$ cat src/sv/dhtr_pkg.sv
package dhtr_pkg;

    // Command codes of an input item
    localparam logic [1:0] CMD_START = 2'd0;
    localparam logic [1:0] CMD_TICK  = 2'd1;
    localparam logic [1:0] CMD_EDGE  = 2'd2;

    // Phase codes as seen on the result
    localparam logic [1:0] PH_IDLE  = 2'd0;
    localparam logic [1:0] PH_START = 2'd1;
    localparam logic [1:0] PH_WAIT  = 2'd2;
    localparam logic [1:0] PH_READ  = 2'd3;

    // Configuration register map
    localparam int unsigned ADDR_W = 5;
    localparam int unsigned IDX_W  = 3;
    localparam logic [IDX_W-1:0] REG_START_LOW  = 3'd0;
    localparam logic [IDX_W-1:0] REG_TIMEOUT    = 3'd1;
    localparam logic [IDX_W-1:0] REG_RESP_MIN   = 3'd2;
    localparam logic [IDX_W-1:0] REG_RESP_MAX   = 3'd3;
    localparam logic [IDX_W-1:0] REG_BIT_THRESH = 3'd4;

    localparam logic [7:0]  RST_START_LOW  = 8'd18;
    localparam logic [7:0]  RST_TIMEOUT    = 8'd10;
    localparam logic [15:0] RST_RESP_MIN   = 16'd120;
    localparam logic [15:0] RST_RESP_MAX   = 16'd220;
    localparam logic [15:0] RST_BIT_THRESH = 16'd100;

    localparam logic [7:0] ELAPSED_MAX = 8'd255;
    localparam logic [5:0] FRAME_BITS  = 6'd40;

    typedef struct packed {
        logic [7:0]  start_low_ms;
        logic [7:0]  timeout_ms;
        logic [15:0] response_min;
        logic [15:0] response_max;
        logic [15:0] bit_threshold;
    } cfg_t;

endpackage

$ cat src/sv/dhtr_if.sv
interface dhtr_req_if;
    logic        valid;
    logic        ready;
    logic [1:0]  cmd;
    logic [15:0] edge_time;
    logic        line_level;

    modport source (output valid, cmd, edge_time, line_level, input ready);
    modport sink   (input valid, cmd, edge_time, line_level, output ready);
endinterface

interface dhtr_res_if;
    logic       valid;
    logic       ready;
    logic [1:0] phase;
    logic       drive_low;
    logic       clear_timer;
    logic       data_valid;
    logic       read_error;
    logic [7:0] humidity_int;
    logic [7:0] humidity_dec;
    logic [7:0] temperature_int;
    logic [7:0] temperature_dec;

    modport source (output valid, phase, drive_low, clear_timer, data_valid, read_error,
                    humidity_int, humidity_dec, temperature_int, temperature_dec,
                    input ready);
    modport sink   (input valid, phase, drive_low, clear_timer, data_valid, read_error,
                    humidity_int, humidity_dec, temperature_int, temperature_dec,
                    output ready);
endinterface

$ cat src/sv/dhtr_regs.sv
module dhtr_regs (
    input  logic                          clk,
    input  logic                          rst_n,
    input  logic                          psel,
    input  logic                          penable,
    input  logic                          pwrite,
    input  logic [dhtr_pkg::ADDR_W-1:0]   paddr,
    input  logic [31:0]                   pwdata,
    output logic [31:0]                   prdata,
    output logic                          pready,
    output dhtr_pkg::cfg_t                cfg
);
    import dhtr_pkg::*;

    cfg_t             cfg_reg;
    logic             wr_en;
    logic [IDX_W-1:0] idx;

    assign pready = 1'b1;
    assign wr_en  = psel & penable & pwrite & pready;
    assign idx    = paddr[ADDR_W-1:2];
    assign cfg    = cfg_reg;

    always_ff @(posedge clk or negedge rst_n)
    begin
        if (!rst_n)
        begin
            cfg_reg.start_low_ms  <= RST_START_LOW;
            cfg_reg.timeout_ms    <= RST_TIMEOUT;
            cfg_reg.response_min  <= RST_RESP_MIN;
            cfg_reg.response_max  <= RST_RESP_MAX;
            cfg_reg.bit_threshold <= RST_BIT_THRESH;
        end
        else if (wr_en)
        begin
            unique case (idx)
                REG_START_LOW:  cfg_reg.start_low_ms  <= pwdata[7:0];
                REG_TIMEOUT:    cfg_reg.timeout_ms    <= pwdata[7:0];
                REG_RESP_MIN:   cfg_reg.response_min  <= pwdata[15:0];
                REG_RESP_MAX:   cfg_reg.response_max  <= pwdata[15:0];
                REG_BIT_THRESH: cfg_reg.bit_threshold <= pwdata[15:0];
                default:        ;
            endcase
        end
    end

    always_comb
    begin
        unique case (idx)
            REG_START_LOW:  prdata = {24'd0, cfg_reg.start_low_ms};
            REG_TIMEOUT:    prdata = {24'd0, cfg_reg.timeout_ms};
            REG_RESP_MIN:   prdata = {16'd0, cfg_reg.response_min};
            REG_RESP_MAX:   prdata = {16'd0, cfg_reg.response_max};
            REG_BIT_THRESH: prdata = {16'd0, cfg_reg.bit_threshold};
            default:        prdata = 32'd0;
        endcase
    end
endmodule

$ cat src/sv/dhtr_core.sv
module dhtr_core (
    input  logic           clk,
    input  logic           rst_n,
    input  dhtr_pkg::cfg_t cfg,
    dhtr_req_if.sink       req,
    dhtr_res_if.source     res
);
    import dhtr_pkg::*;

    typedef enum logic [1:0] {
        S_IDLE  = PH_IDLE,
        S_START = PH_START,
        S_WAIT  = PH_WAIT,
        S_READ  = PH_READ
    } phase_t;

    // input stage
    logic        in_valid_reg;
    logic [1:0]  in_cmd_reg;
    logic [15:0] in_time_reg;
    logic        in_level_reg;

    // sensor read state
    phase_t      phase_reg,   phase_next;
    logic [7:0]  elapsed_reg, elapsed_next;
    logic [15:0] stamp_reg,   stamp_next;
    logic [1:0]  step_reg,    step_next;
    logic [5:0]  bits_reg,    bits_next;
    logic [39:0] data_reg,    data_next;

    // result stage
    logic        out_valid_reg;
    logic [1:0]  out_phase_reg;
    logic        out_drive_reg;
    logic        out_clr_reg,  clr_next;
    logic        out_ok_reg,   ok_next;
    logic        out_err_reg,  err_next;
    logic [39:0] out_data_reg;

    logic        advance;
    logic [15:0] width;
    logic        width_ok;
    logic [7:0]  tick_count;
    logic [39:0] shifted;
    logic [7:0]  sum;

    assign advance   = in_valid_reg & (~out_valid_reg | res.ready);
    assign req.ready = ~in_valid_reg | advance;

    assign width      = in_time_reg - stamp_reg;
    assign width_ok   = (width > cfg.response_min) && (width < cfg.response_max);
    assign tick_count = (elapsed_reg < ELAPSED_MAX) ? elapsed_reg + 8'd1 : elapsed_reg;
    assign shifted    = {data_reg[38:0], (width > cfg.bit_threshold)};
    assign sum        = shifted[39:32] + shifted[31:24] + shifted[23:16] + shifted[15:8];

    always_comb
    begin
        phase_next   = phase_reg;
        elapsed_next = elapsed_reg;
        stamp_next   = stamp_reg;
        step_next    = step_reg;
        bits_next    = bits_reg;
        data_next    = data_reg;
        clr_next     = 1'b0;
        ok_next      = 1'b0;
        err_next     = 1'b0;
        unique case (in_cmd_reg)
            CMD_START:
            begin
                data_next    = '0;
                bits_next    = '0;
                step_next    = '0;
                elapsed_next = '0;
                phase_next   = S_START;
            end
            CMD_TICK:
            begin
                if (phase_reg == S_START)
                begin
                    elapsed_next = tick_count;
                    if (tick_count >= cfg.start_low_ms)
                    begin
                        phase_next   = S_WAIT;
                        clr_next     = 1'b1;
                        stamp_next   = '0;
                        elapsed_next = '0;
                        step_next    = '0;
                    end
                end
                else if (phase_reg == S_WAIT || phase_reg == S_READ)
                begin
                    if (elapsed_reg >= cfg.timeout_ms)
                    begin
                        phase_next = S_IDLE;
                        err_next   = 1'b1;
                    end
                    else
                    begin
                        elapsed_next = elapsed_reg + 8'd1;
                    end
                end
            end
            CMD_EDGE:
            begin
                if (phase_reg == S_WAIT)
                begin
                    stamp_next = in_time_reg;
                    if (step_reg == 2'd0 && !in_level_reg)
                    begin
                        step_next = 2'd1;
                    end
                    else if (step_reg == 2'd1 && in_level_reg)
                    begin
                        if (width_ok)
                        begin
                            step_next = 2'd2;
                        end
                        else
                        begin
                            phase_next = S_IDLE;
                            err_next   = 1'b1;
                        end
                    end
                    else if (step_reg == 2'd2 && !in_level_reg)
                    begin
                        if (width_ok)
                        begin
                            phase_next   = S_READ;
                            elapsed_next = '0;
                            bits_next    = '0;
                        end
                        else
                        begin
                            phase_next = S_IDLE;
                            err_next   = 1'b1;
                        end
                    end
                end
                else if (phase_reg == S_READ)
                begin
                    stamp_next = in_time_reg;
                    if (!in_level_reg)
                    begin
                        data_next = shifted;
                        bits_next = bits_reg + 6'd1;
                        if (bits_reg + 6'd1 >= FRAME_BITS)
                        begin
                            ok_next    = (sum == shifted[7:0]);
                            err_next   = (sum != shifted[7:0]);
                            phase_next = S_IDLE;
                        end
                    end
                end
            end
            default: ;
        endcase
    end

    always_ff @(posedge clk or negedge rst_n)
    begin
        if (!rst_n)
        begin
            in_valid_reg  <= 1'b0;
            in_cmd_reg    <= CMD_TICK;
            in_time_reg   <= '0;
            in_level_reg  <= 1'b0;
            phase_reg     <= S_IDLE;
            elapsed_reg   <= '0;
            stamp_reg     <= '0;
            step_reg      <= '0;
            bits_reg      <= '0;
            data_reg      <= '0;
            out_valid_reg <= 1'b0;
            out_phase_reg <= PH_IDLE;
            out_drive_reg <= 1'b0;
            out_clr_reg   <= 1'b0;
            out_ok_reg    <= 1'b0;
            out_err_reg   <= 1'b0;
            out_data_reg  <= '0;
        end
        else
        begin
            if (req.valid && req.ready)
            begin
                in_cmd_reg   <= req.cmd;
                in_time_reg  <= req.edge_time;
                in_level_reg <= req.line_level;
            end
            if (req.ready)
            begin
                in_valid_reg <= req.valid;
            end
            if (advance)
            begin
                phase_reg     <= phase_next;
                elapsed_reg   <= elapsed_next;
                stamp_reg     <= stamp_next;
                step_reg      <= step_next;
                bits_reg      <= bits_next;
                data_reg      <= data_next;
                out_phase_reg <= phase_next;
                out_drive_reg <= (phase_next == S_START);
                out_clr_reg   <= clr_next;
                out_ok_reg    <= ok_next;
                out_err_reg   <= err_next;
                out_data_reg  <= data_next;
                out_valid_reg <= 1'b1;
            end
            else if (res.ready)
            begin
                out_valid_reg <= 1'b0;
            end
        end
    end

    assign res.valid           = out_valid_reg;
    assign res.phase           = out_phase_reg;
    assign res.drive_low       = out_drive_reg;
    assign res.clear_timer     = out_clr_reg;
    assign res.data_valid      = out_ok_reg;
    assign res.read_error      = out_err_reg;
    assign res.humidity_int    = out_data_reg[39:32];
    assign res.humidity_dec    = out_data_reg[31:24];
    assign res.temperature_int = out_data_reg[23:16];
    assign res.temperature_dec = out_data_reg[15:8];
endmodule

$ cat src/sv/dht11_single_wire_reader.sv
// An accepted item passes through the input register and then the result register. One
// item per cycle unless the sink stalls the result; the state update and checksum add fit
// between the two registers, so the read state machine takes a new item every clock.
// Reset (rst_n low, asynchronous): phase idle, counters and received data zero, both
// stages empty, configuration registers back to 18 / 10 / 120 / 220 / 100.
module dht11_single_wire_reader (
    input  logic                          clk,
    input  logic                          rst_n,
    dhtr_req_if.sink                      req,
    dhtr_res_if.source                    res,
    input  logic                          psel,
    input  logic                          penable,
    input  logic                          pwrite,
    input  logic [dhtr_pkg::ADDR_W-1:0]   paddr,
    input  logic [31:0]                   pwdata,
    output logic [31:0]                   prdata,
    output logic                          pready
);
    import dhtr_pkg::*;

    // Live configuration; software must write it only while no read is in flight (not enforced here).
    cfg_t cfg;

    // APB register bank: start length, timeout, response window, bit threshold.
    dhtr_regs u_regs (
        .clk     (clk),
        .rst_n   (rst_n),
        .psel    (psel),
        .penable (penable),
        .pwrite  (pwrite),
        .paddr   (paddr),
        .pwdata  (pwdata),
        .prdata  (prdata),
        .pready  (pready),
        .cfg     (cfg)
    );

    // Read engine: register the item, advance the phase machine
    // (start low -> wait response -> reading), decode bits by high-pulse
    // width, check the checksum on the fortieth falling edge, and hold the
    // result in the output register until the sink takes it.
    dhtr_core u_core (
        .clk   (clk),
        .rst_n (rst_n),
        .cfg   (cfg),
        .req   (req),
        .res   (res)
    );
endmodule

$ cat src/flat_wrapper.sv
// flat-port wrapper written by rule: the top's interface ports become plain ports
module dht11_single_wire_reader_flat import dhtr_pkg::*;
  (clk, rst_n, psel, penable, pwrite, paddr, pwdata, prdata, pready, req_valid, req_cmd, req_edge_time, req_line_level, req_ready, res_valid, res_phase, res_drive_low, res_clear_timer, res_data_valid, res_read_error, res_humidity_int, res_humidity_dec, res_temperature_int, res_temperature_dec, res_ready);
  dhtr_req_if req_i ();
  dhtr_res_if res_i ();
  input  logic clk;
  input  logic rst_n;
  input  logic psel;
  input  logic penable;
  input  logic pwrite;
  input  logic [dhtr_pkg::ADDR_W-1:0] paddr;
  input  logic [31:0] pwdata;
  output logic [31:0] prdata;
  output logic pready;
  input wire logic [$bits(req_i.valid)-1:0] req_valid;
  input wire logic [$bits(req_i.cmd)-1:0] req_cmd;
  input wire logic [$bits(req_i.edge_time)-1:0] req_edge_time;
  input wire logic [$bits(req_i.line_level)-1:0] req_line_level;
  output wire logic [$bits(req_i.ready)-1:0] req_ready;
  output wire logic [$bits(res_i.valid)-1:0] res_valid;
  output wire logic [$bits(res_i.phase)-1:0] res_phase;
  output wire logic [$bits(res_i.drive_low)-1:0] res_drive_low;
  output wire logic [$bits(res_i.clear_timer)-1:0] res_clear_timer;
  output wire logic [$bits(res_i.data_valid)-1:0] res_data_valid;
  output wire logic [$bits(res_i.read_error)-1:0] res_read_error;
  output wire logic [$bits(res_i.humidity_int)-1:0] res_humidity_int;
  output wire logic [$bits(res_i.humidity_dec)-1:0] res_humidity_dec;
  output wire logic [$bits(res_i.temperature_int)-1:0] res_temperature_int;
  output wire logic [$bits(res_i.temperature_dec)-1:0] res_temperature_dec;
  input wire logic [$bits(res_i.ready)-1:0] res_ready;
  assign req_i.valid = req_valid;
  assign req_i.cmd = req_cmd;
  assign req_i.edge_time = req_edge_time;
  assign req_i.line_level = req_line_level;
  assign req_ready = req_i.ready;
  assign res_valid = res_i.valid;
  assign res_phase = res_i.phase;
  assign res_drive_low = res_i.drive_low;
  assign res_clear_timer = res_i.clear_timer;
  assign res_data_valid = res_i.data_valid;
  assign res_read_error = res_i.read_error;
  assign res_humidity_int = res_i.humidity_int;
  assign res_humidity_dec = res_i.humidity_dec;
  assign res_temperature_int = res_i.temperature_int;
  assign res_temperature_dec = res_i.temperature_dec;
  assign res_i.ready = res_ready;
  dht11_single_wire_reader u_core (.clk(clk), .rst_n(rst_n), .req(req_i), .res(res_i), .psel(psel), .penable(penable), .pwrite(pwrite), .paddr(paddr), .pwdata(pwdata), .prdata(prdata), .pready(pready));
endmodule
$ cat config.mk
export PLATFORM = sky130hd
export DESIGN_NAME = dht11_single_wire_reader_flat
export DESIGN_NICKNAME = d
export VERILOG_FILES = /design/src/sv/dhtr_pkg.sv /design/src/sv/dhtr_if.sv /design/src/sv/dhtr_regs.sv /design/src/sv/dhtr_core.sv /design/src/sv/dht11_single_wire_reader.sv /design/src/flat_wrapper.sv
export SDC_FILE = /design/constraint.sdc
export NUM_CORES = 1
export LEC_CHECK = 0
export BUFFER_PORTS_ARGS = -buffer_cell sky130_fd_sc_hd__buf_2
export CORE_MARGIN = 2
export CORE_UTILIZATION = 54
export DETAILED_ROUTE_END_ITERATION = 6
export HOLD_SLACK_MARGIN = 0.15
export PLACE_DENSITY_LB_ADDON = 0.1
export RECOVER_POWER = 100
export SYNTH_ARGS = -nofsm -noshare
export SYNTH_HDL_FRONTEND = slang
export SYNTH_SLANG_ARGS = --single-unit
$ cat constraint.sdc
create_clock -name clk -period 6.65 [get_ports clk]
set_input_delay 0 -clock clk [delete_from_list [all_inputs] [get_ports clk]]
set_output_delay 0 -clock clk [all_outputs]
set_load 0.01 [all_outputs]
==> results of run 1 <==
## path summary, 6_finish.rpt
path / start / to / slack [ns] / cells past startpoint
max in group asynchronous: rst_n / u_core.u_core.stamp_reg[3] / 2.61 / 3
max reg2reg: u_core.u_core.in_time_reg[0] / u_core.u_core.elapsed_reg[0] / 0.97 / 19
min in group clk: req_edge_time[15] / u_core.u_core.in_time_reg[15] / 0.33 / 3
min: rst_n / u_core.u_regs.cfg[39] / 0.26 / 2
max: u_core.u_core.in_time_reg[0] / u_core.u_core.elapsed_reg[0] / 0.97 / 19
min reg2reg: u_core.u_core.stamp_reg[8] / u_core.u_core.stamp_reg[8] / 0.48 / 2
## cell usage after synthesis (13+ instances only)
cell type	instances	share of area, %
a22o_1	41	3.5
buf_4	49	3.6
a22oi_1	16	1.2
dfrtp_1	146	35
o22ai_1	18	1.1
nand2_1	110	4.0
o21ai_0	85	4.1
nand4_1	13	0.79
mux2_2	56	6.1
nor2_1	37	1.3
ha_1	92	11
inv_1	93	3.4
clkbuf_1	36	1.3
a21oi_1	34	1.6
fa_1	15	2.9
dfstp_2	17	4.3
xnor2_1	27	2.3
## cells by family (layout without fill, tap and decap cells)
family | count (synthesis) | after routing | synth area share [%]
AOI/OAI and AO/OA | 268 | 268 | 17.2
and+or+nand+nor | 240 | 240 | 10.9
buffers and inverters | 178 | 269 | 8.22
DFF | 163 | 163 | 39.6
adders and majority gates | 107 | 107 | 14.0
muxes | 65 | 65 | 7.00
xor gates and xnor gates | 35 | 35 | 2.96
other | 2 | 17 | 0.0725
## metal layers
layer	GRT usage (%)	wire, µm	vias up
li1	-	-	3862
met1	33.7	11500	3760
met2	36.4	10700	147
met3	3.40	691	25
met4	7.03	347	0
met5	0	0	-
## per-stage QoR
step                      power [mW]  cells  hold WS [ns]  worst slack, ns
after floorplan                 2.45   1073        -0.296             2.06
after global placement          2.84   1328         0.177             1.52
after detailed placement        2.87   1328         0.179             1.48
after CTS                       3.80   1398         0.238             1.45
after global routing            4.06   1398         0.321            0.570
final                           3.77   1398         0.259            0.972
## cell type report
cell class,count,area (µm²),area share [%]
Multi-Input combinational cell,732,5460,47.1
Sequential cell,163,4100,35.4
Timing Repair Buffer,145,848,7.32
Clock buffer,18,429,3.70
Inverter,93,349,3.01
Tap cell,234,293,2.53
Clock inverter,13,103,0.886
## power by group through the flow
| stage | clock, mW | sequential [mW] | combinational (mW) |
|---|---|---|---|
| after floorplan | 0 | 1.26 | 1.19 |
| after global placement | 0 | 1.30 | 1.54 |
| after detailed placement | 0 | 1.30 | 1.57 |
| after CTS | 0.923 | 1.28 | 1.60 |
| after global routing | 0.968 | 1.30 | 1.79 |
| final | 0.912 | 1.28 | 1.57 |
## critical path, stage by stage (launching register included)
cell and delay (ns):
dfrtp_1 0.37, inv_1 0.07, ha_1 0.20, fa_1 0.23, nor2b_1 0.06, o21ai_0 0.21, a21boi_0 0.19, o41ai_1 0.36
o21ai_0 0.18, or4_1 0.44, nand2_1 0.11, o211ai_1 0.18, ha_1 0.37, nand4_1 0.14, or4_1 0.44, o221a_1 0.29
a211oi_1 0.82, a21oi_4 0.22, or3_1 0.42, mux2_4 0.26
## what timing repair did
item | 4_1_cts | 5_1_grt
resized for setup | 0 | 0
hold endpoints to repair | 168 | 0
endpoints found under the setup margin | 0 | 0
hold buffers | 39 | 0
buffers inserted | 0 | 0
==> key figures, run 1 <==
Pwr
  • Reg power frac: between 30% and 40%
  • Power per Cell Area: roughly 330 nW/µm²
  • Sw Share: between 30 and 40%
  • Comb pwr share: 41.8%
  • Internal power: ~2.3 mW
  • Net Switching: 1.47 mW
  • Maximum vdd drop: 0.196 mV
  • Leakage Power: 5.45 nW
  • Clock network fraction of design power: 24.2%

Synthesis
  • Mapped Area: just over 10,000 µm²
  • Synth warnings: 0
  • Asr flop ratio synth: 100%
  • Average size of a mapped cell: 9.79 µm²
  • Cells after synthesis: 1,058
  • Prevailing post-synth register cell: dfrtp_1
  • Seq/Total Area, Yosys: between 30% and 40%
  • EDFF count, synth: 0
  • Synth unique cells: 62
  • Synth Register Bits: 163

STA
  • Worst-Margin Slew: approximately 3.4 ns
  • Crit share post-route: 85.4%
  • Max_slew headroom: -129%
  • Slew Limit Fails: 202
  • RSZ-0062 raised after global routing: no
  • Final setup fails: 0
  • Fmax: 176 MHz
  • Minimum clock period: 5.68 ns
  • Final setup TNS: 0 ns
  • Final Skew: 0.00880 ns
  • Fin. Hold Viols: 0

Route
  • Vias: between 7,000 and 8,000
  • Drt pass-1 iters: 5
  • Drt first-iter violations: ~380
  • Drt drc: 0
  • Routed vias/inst: 5.58
  • WL final: roughly 23,000 µm
  • Final ANT Viol Nets: 0
  • Drt wl/cell: 16.6 µm

Worst setup path
  • Worst setup path class: reg2reg
  • Worst Setup Start Kind: register
  • Worst EP arrival: 5.99 ns
  • Endpoint class of the critical path: register
  • CP Max Fanout: 10
  • Required time of the critical path: 6.97 ns

CTS
  • CTS Root Cell: clkbuf_16
  • H-tree depth: 4
  • CTS Buffer Depth: 2
  • Num CTS Buffers: 17
  • CTS sink cnt: between 150 and 200
  • Reg clk slew, reported paths: about 0.07 ns
  • Clock Latency Late Sink: between 0.4 and 0.5 ns
  • CTS tree: yes

Place
  • RD Place Congestion: a little over 0.8
  • IO buf count: 100
  • DP Area: 10,800 µm²
  • DP HPWL: 16,900 µm

GRT
  • Total GRT Usage: 23.3%
  • First-pass GRT wire length: 37,300 µm
  • Grt ovf: 0
  • Initial antenna violation count: 0
  • Largest net degree at the start of global routing: 101
  • Vias in the first global route: 7,352

Run status
  • Violated checks: max-capacitance violations, max-slew violations
  • Status: finished with violations

Die
  • Die area: 20,300 µm²
  • Die width: ~140 µm
  • Core area: 18,800 µm²
  • Die Y: roughly 140 µm
  • Row count: 50
  • IO Pins: 136
  • Starting Density: a little under three fifths

Final layout
  • Final Cell Area: 11,600 µm²
  • Share of cells above drive strength 1: 13.3%
  • Layout fillers: 1,632
  • Synth-to-layout area growth: 11.8%
  • Final core occ: 61.7%
  • Fin nets: approximately 1,300
  • Most frequent cells in the layout: dfrtp_1, nand2_1, inv_1
  • Most common cell after layout, fill and taps aside: dfrtp_1
  • Largest register FFs: 64
  • # diodes: 0

Min path
  • Hold WC Path Type: in2async

Job
  • Max_cap viols: 5
(Power assumes the default switching activity.)
==> run 2: changes to the inputs <==
--- a/config.mk
+++ b/config.mk
@@ -6,8 +6,9 @@
 export NUM_CORES = 1
 export LEC_CHECK = 0
 export BUFFER_PORTS_ARGS = -buffer_cell sky130_fd_sc_hd__buf_2
+export CORE_ASPECT_RATIO = 1.25
 export CORE_MARGIN = 2
-export CORE_UTILIZATION = 54
+export CORE_UTILIZATION = 53
 export DETAILED_ROUTE_END_ITERATION = 6
 export HOLD_SLACK_MARGIN = 0.15
 export PLACE_DENSITY_LB_ADDON = 0.1
==> constraint.sdc (replaced) <==
create_clock -name clk -period 5 [get_ports clk]
set_input_delay 0 -clock clk [delete_from_list [all_inputs] [get_ports clk]]
set_output_delay 0 -clock clk [all_outputs]
set_load 0.01 [all_outputs]
==> run 2 against run 1 <==
  * The flow still finishes with violations (max-capacitance violations, max-slew violations)
  * Via count grew 0.91%
  * Die area grew 1.9%
  * Setup slack lost 0.75 ns
  * Sequential power grew 33%
  * Worst hold slack gained 0.066 ns
  * Sequential cell count is the same
  * Highest routed layer unchanged
  * Register-to-register slack lost 0.75 ns
  * Critical path depth is the same
  * Fmax grew 19%
  * First-iteration DRC count grew 8.5%
  * Wire length grew 0.38%
  * Combinational power grew 41%
==> key figures, run 2 (synthesized netlist as in run 1, its figures left out) <==
STA
  • Final Skew: 0.00584 ns (-0.00296 ns)
  • Min Hold Slack: 0.325 ns (+0.0659 ns)
  • Crit share post-route: 95.6% (+10 points)
  • Minimum clock period: 4.78 ns (-0.899 ns)
  • Final setup fails: 0 (unchanged)
  • Final setup TNS: 0 ns (unchanged)
  • Slew Limit Fails: 219 (+8.4%)
  • Fmax: 209 MHz (+19%)
  • Max_slew headroom: -104% (+26 points)
  • Worst-Margin Slew: 3.05 ns (-0.383 ns)
  • Fin. Hold Viols: 0 (unchanged)

GRT
  • Gr busiest metal: met2
  • Vias in the first global route: 7,506 (+2.1%)
  • Grt ovf: 0 (unchanged)
  • Total GRT Usage: 23.2% (-0.070 points)
  • GRT met3 Usage: 3.40% (about the same)
  • Largest net degree at the start of global routing: 59 (-42%)
  • Grt met2 use: 39.1% (+2.6 points)
  • Initial antenna violation count: 0 (unchanged)
  • Met1 Use GR: 31.4% (-2.3 points)
  • First-pass GRT wire length: 38,000 µm (+2.0%)

Die
  • IO Pins: 136 (unchanged)
  • Starting Density: 53.6% (-1.6 points)
  • Die Y: 160 µm (+12%)
  • Row count: 57 (+14%)
  • Die width: 129 µm (-9.4%)
  • Die area: 20,700 µm² (+1.9%)
  • Core area: 19,300 µm² (+3.0%)

Worst setup path
  • R2r setup slk: 0.22 ns (-0.75 ns)
  • R2R depth: 19 (unchanged)
  • Worst setup path class: reg2reg
  • CP max stage cell: or4_4
  • R2r endpoint: u_core.u_core.elapsed_reg[0]
  • Required time of the critical path: 5.32 ns (-1.65 ns)
  • Worst path bufs/invs: 1 (unchanged)
  • Most used cell, CP: or4_4
  • CP Max Fanout: 8 (-2)
  • Critical R2R Launch: u_core.u_core.in_time_reg[0]
  • Worst Setup Start Kind: register
  • Endpoint class of the critical path: register
  • Critical path's top delay family: compound AO/OA/AOI/OAI gates
  • CP max stage delay: 0.46 ns (-0.36 ns)
  • Worst path cell trace: inv_1 -> ha_2 -> fa_1 -> nor2b_1 -> o21ai_2 -> a21boi_1 -> o41ai_2 -> o21ai_1 -> or4_4 -> nand2_2 -> o211ai_1 -> ha_1 -> nand4_1 -> or4_4 -> o221a_1 -> a211oi_4 -> a21oi_4 -> or3_1 -> mux2_4
  • Worst EP arrival: 5.10 ns (-0.89 ns)

Route
  • Drt pass-1 iters: 5 (unchanged)
  • Drt drc: 0 (unchanged)
  • Final ANT Viol Nets: 0 (unchanged)
  • Vias: 7,865 (+0.91%)
  • Drt wl/cell: 16.2 µm (-2.5%)
  • Routed vias/inst: 5.47 (-2.0%)
  • WL final: 23,300 µm (+0.38%)
  • Drt first-iter violations: 409 (+8.5%)

Place
  • DP HPWL: 17,200 µm (+1.6%)
  • RD Place Congestion: 0.841 (+3.8%)
  • Post-placement cell count: 1,361 (+2.5%)
  • IO buf count: 100 (unchanged)

Min path
  • Hold WC Path Type: in2reg
  • Hold path cells: 3
  • HP Start: req_edge_time[9]
  • Worst Hold Path EP: u_core.u_core.in_time_reg[9]

CTS
  • CTS Root Cell: clkbuf_16
  • CTS tree: yes
  • Reg clk slew, reported paths: 0.07 ns (about the same)
  • Clock Latency Late Sink: 0.43 ns (about the same)
  • CTS sink cnt: 163 (unchanged)
  • CTS Buffer Depth: 2 (unchanged)
  • Num CTS Buffers: 17 (unchanged)
  • H-tree depth: 4 (unchanged)

Pwr
  • Tot Pwr: 5.24 mW (+39%)
  • Power per Cell Area: 444 nW/µm² (+36%)
  • Leakage Power: 5.53 nW (+1.5%)
  • Maximum vdd drop: 0.244 mV (+24%)

Final layout
  • Fin nets: 1,331 (+0.68%)
  • Most common cell after layout, fill and taps aside: dfrtp_1
  • Multi-input logic area: 5520 µm² (+1.0%)
  • Layout fillers: 1,739 (+6.6%)
  • # diodes: 0 (unchanged)
  • Final core occ: 61.0% (-0.68 points)
  • Largest register FFs: 64 (unchanged)
  • Synth-to-layout area growth: 13.9%
  • FF+latch area: 4100 µm² (unchanged)
  • Most frequent cells in the layout: dfrtp_1, nand2_1, inv_1
  • Share of cells above drive strength 1: 15.0% (+1.7 points)
  • Non-Filler Instances: 1,439 (+2.9%)

Job
  • Max_cap viols: 5 (unchanged)

Run status
  • Status: finished with violations
  • Violated checks: max-capacitance violations, max-slew violations
==> run 2: cell types whose count changed in the layout (fill, tap and decap cells not counted), moves of 2 or more <==
cell	change
o21ai_0	-3
o21ai_2	+2
buf_4	+8
clkinv_2	-3
or4_1	-2
clkbuf_2	+2
or4_4	+2
clkbuf_8	+2
inv_8	+2
==> run 2: area by class of cell <==
| cell class | instances | share of cell area, % |
|---|---|---|
| clock inverter | 13 | 1.19 |
| tap | 265 | 2.81 |
| multi-input combinational | 732 | 46.8 |
| inverter | 93 | 2.96 |
| clock buffer | 19 | 3.84 |
| sequential | 163 | 34.8 |
| timing repair buffer | 154 | 7.69 |
==> run 2: through the flow <==
stage	area [µm²]	setup WS (ns)
finish	11800	0.220
global route	11800	-0.0471
CTS	11900	0.0769
detailed placement	10800	0.0141
global placement	10800	0.135
floorplan	10400	0.411
==> run 2: worst max-delay path by stage <==
stage | start | slack [ns] | cells past startpoint | to
floorplan | u_core.u_core.in_time_reg[0] | 0.41 | 19 | u_core.u_core.elapsed_reg[0]
global placement | u_core.u_core.in_time_reg[0] | 0.14 | 20 | u_core.u_core.res.drive_low
detailed placement | u_core.u_core.in_time_reg[0] | 0.01 | 20 | u_core.u_core.res.drive_low
CTS | u_core.u_core.in_time_reg[0] | 0.08 | 19 | u_core.u_core.elapsed_reg[0]
global route | u_core.u_core.in_time_reg[0] | -0.05 | 19 | u_core.u_core.elapsed_reg[0]
finish | u_core.u_core.in_time_reg[0] | 0.22 | 19 | u_core.u_core.elapsed_reg[0]
==> run 2: routing by layer <==
| layer | vias up | share of wire [%] |
|---|---|---|
| met3 | 24 | 2.9 |
| met5 | - | 0 |
| met1 | 3819 | 46 |
| met4 | 0 | 1.3 |
| met2 | 141 | 50 |
| li1 | 3881 | - |
==> run 2: power by group <==
part | total, mW | switching [mW] | internal, mW
logic | 2.21 | 1.26 | 0.955
clock network | 1.32 | 0.591 | 0.731
registers | 1.70 | 0.158 | 1.54
total | 5.24 | 2.01 | 3.23
==> run 2: worst register-to-register path: stages, from the launching register on <==
cell	delay (ns)
dfrtp_1	0.37
inv_1	0.08
ha_2	0.20
fa_1	0.21
nor2b_1	0.06
o21ai_2	0.12
a21boi_1	0.10
o41ai_2	0.34
o21ai_1	0.14
or4_4	0.44
nand2_2	0.09
o211ai_1	0.12
ha_1	0.37
nand4_1	0.14
or4_4	0.46
o221a_1	0.31
a211oi_4	0.34
a21oi_4	0.14
or3_1	0.38
mux2_4	0.26
==> run 2: timing repair <==
item	in CTS	in global routing
endpoints found under the setup margin	2	17
pin swaps	0	6
hold buffers	40	0
setup buffers	0	6
endpoints found under the hold margin	139	0
gates resized for setup	2	10
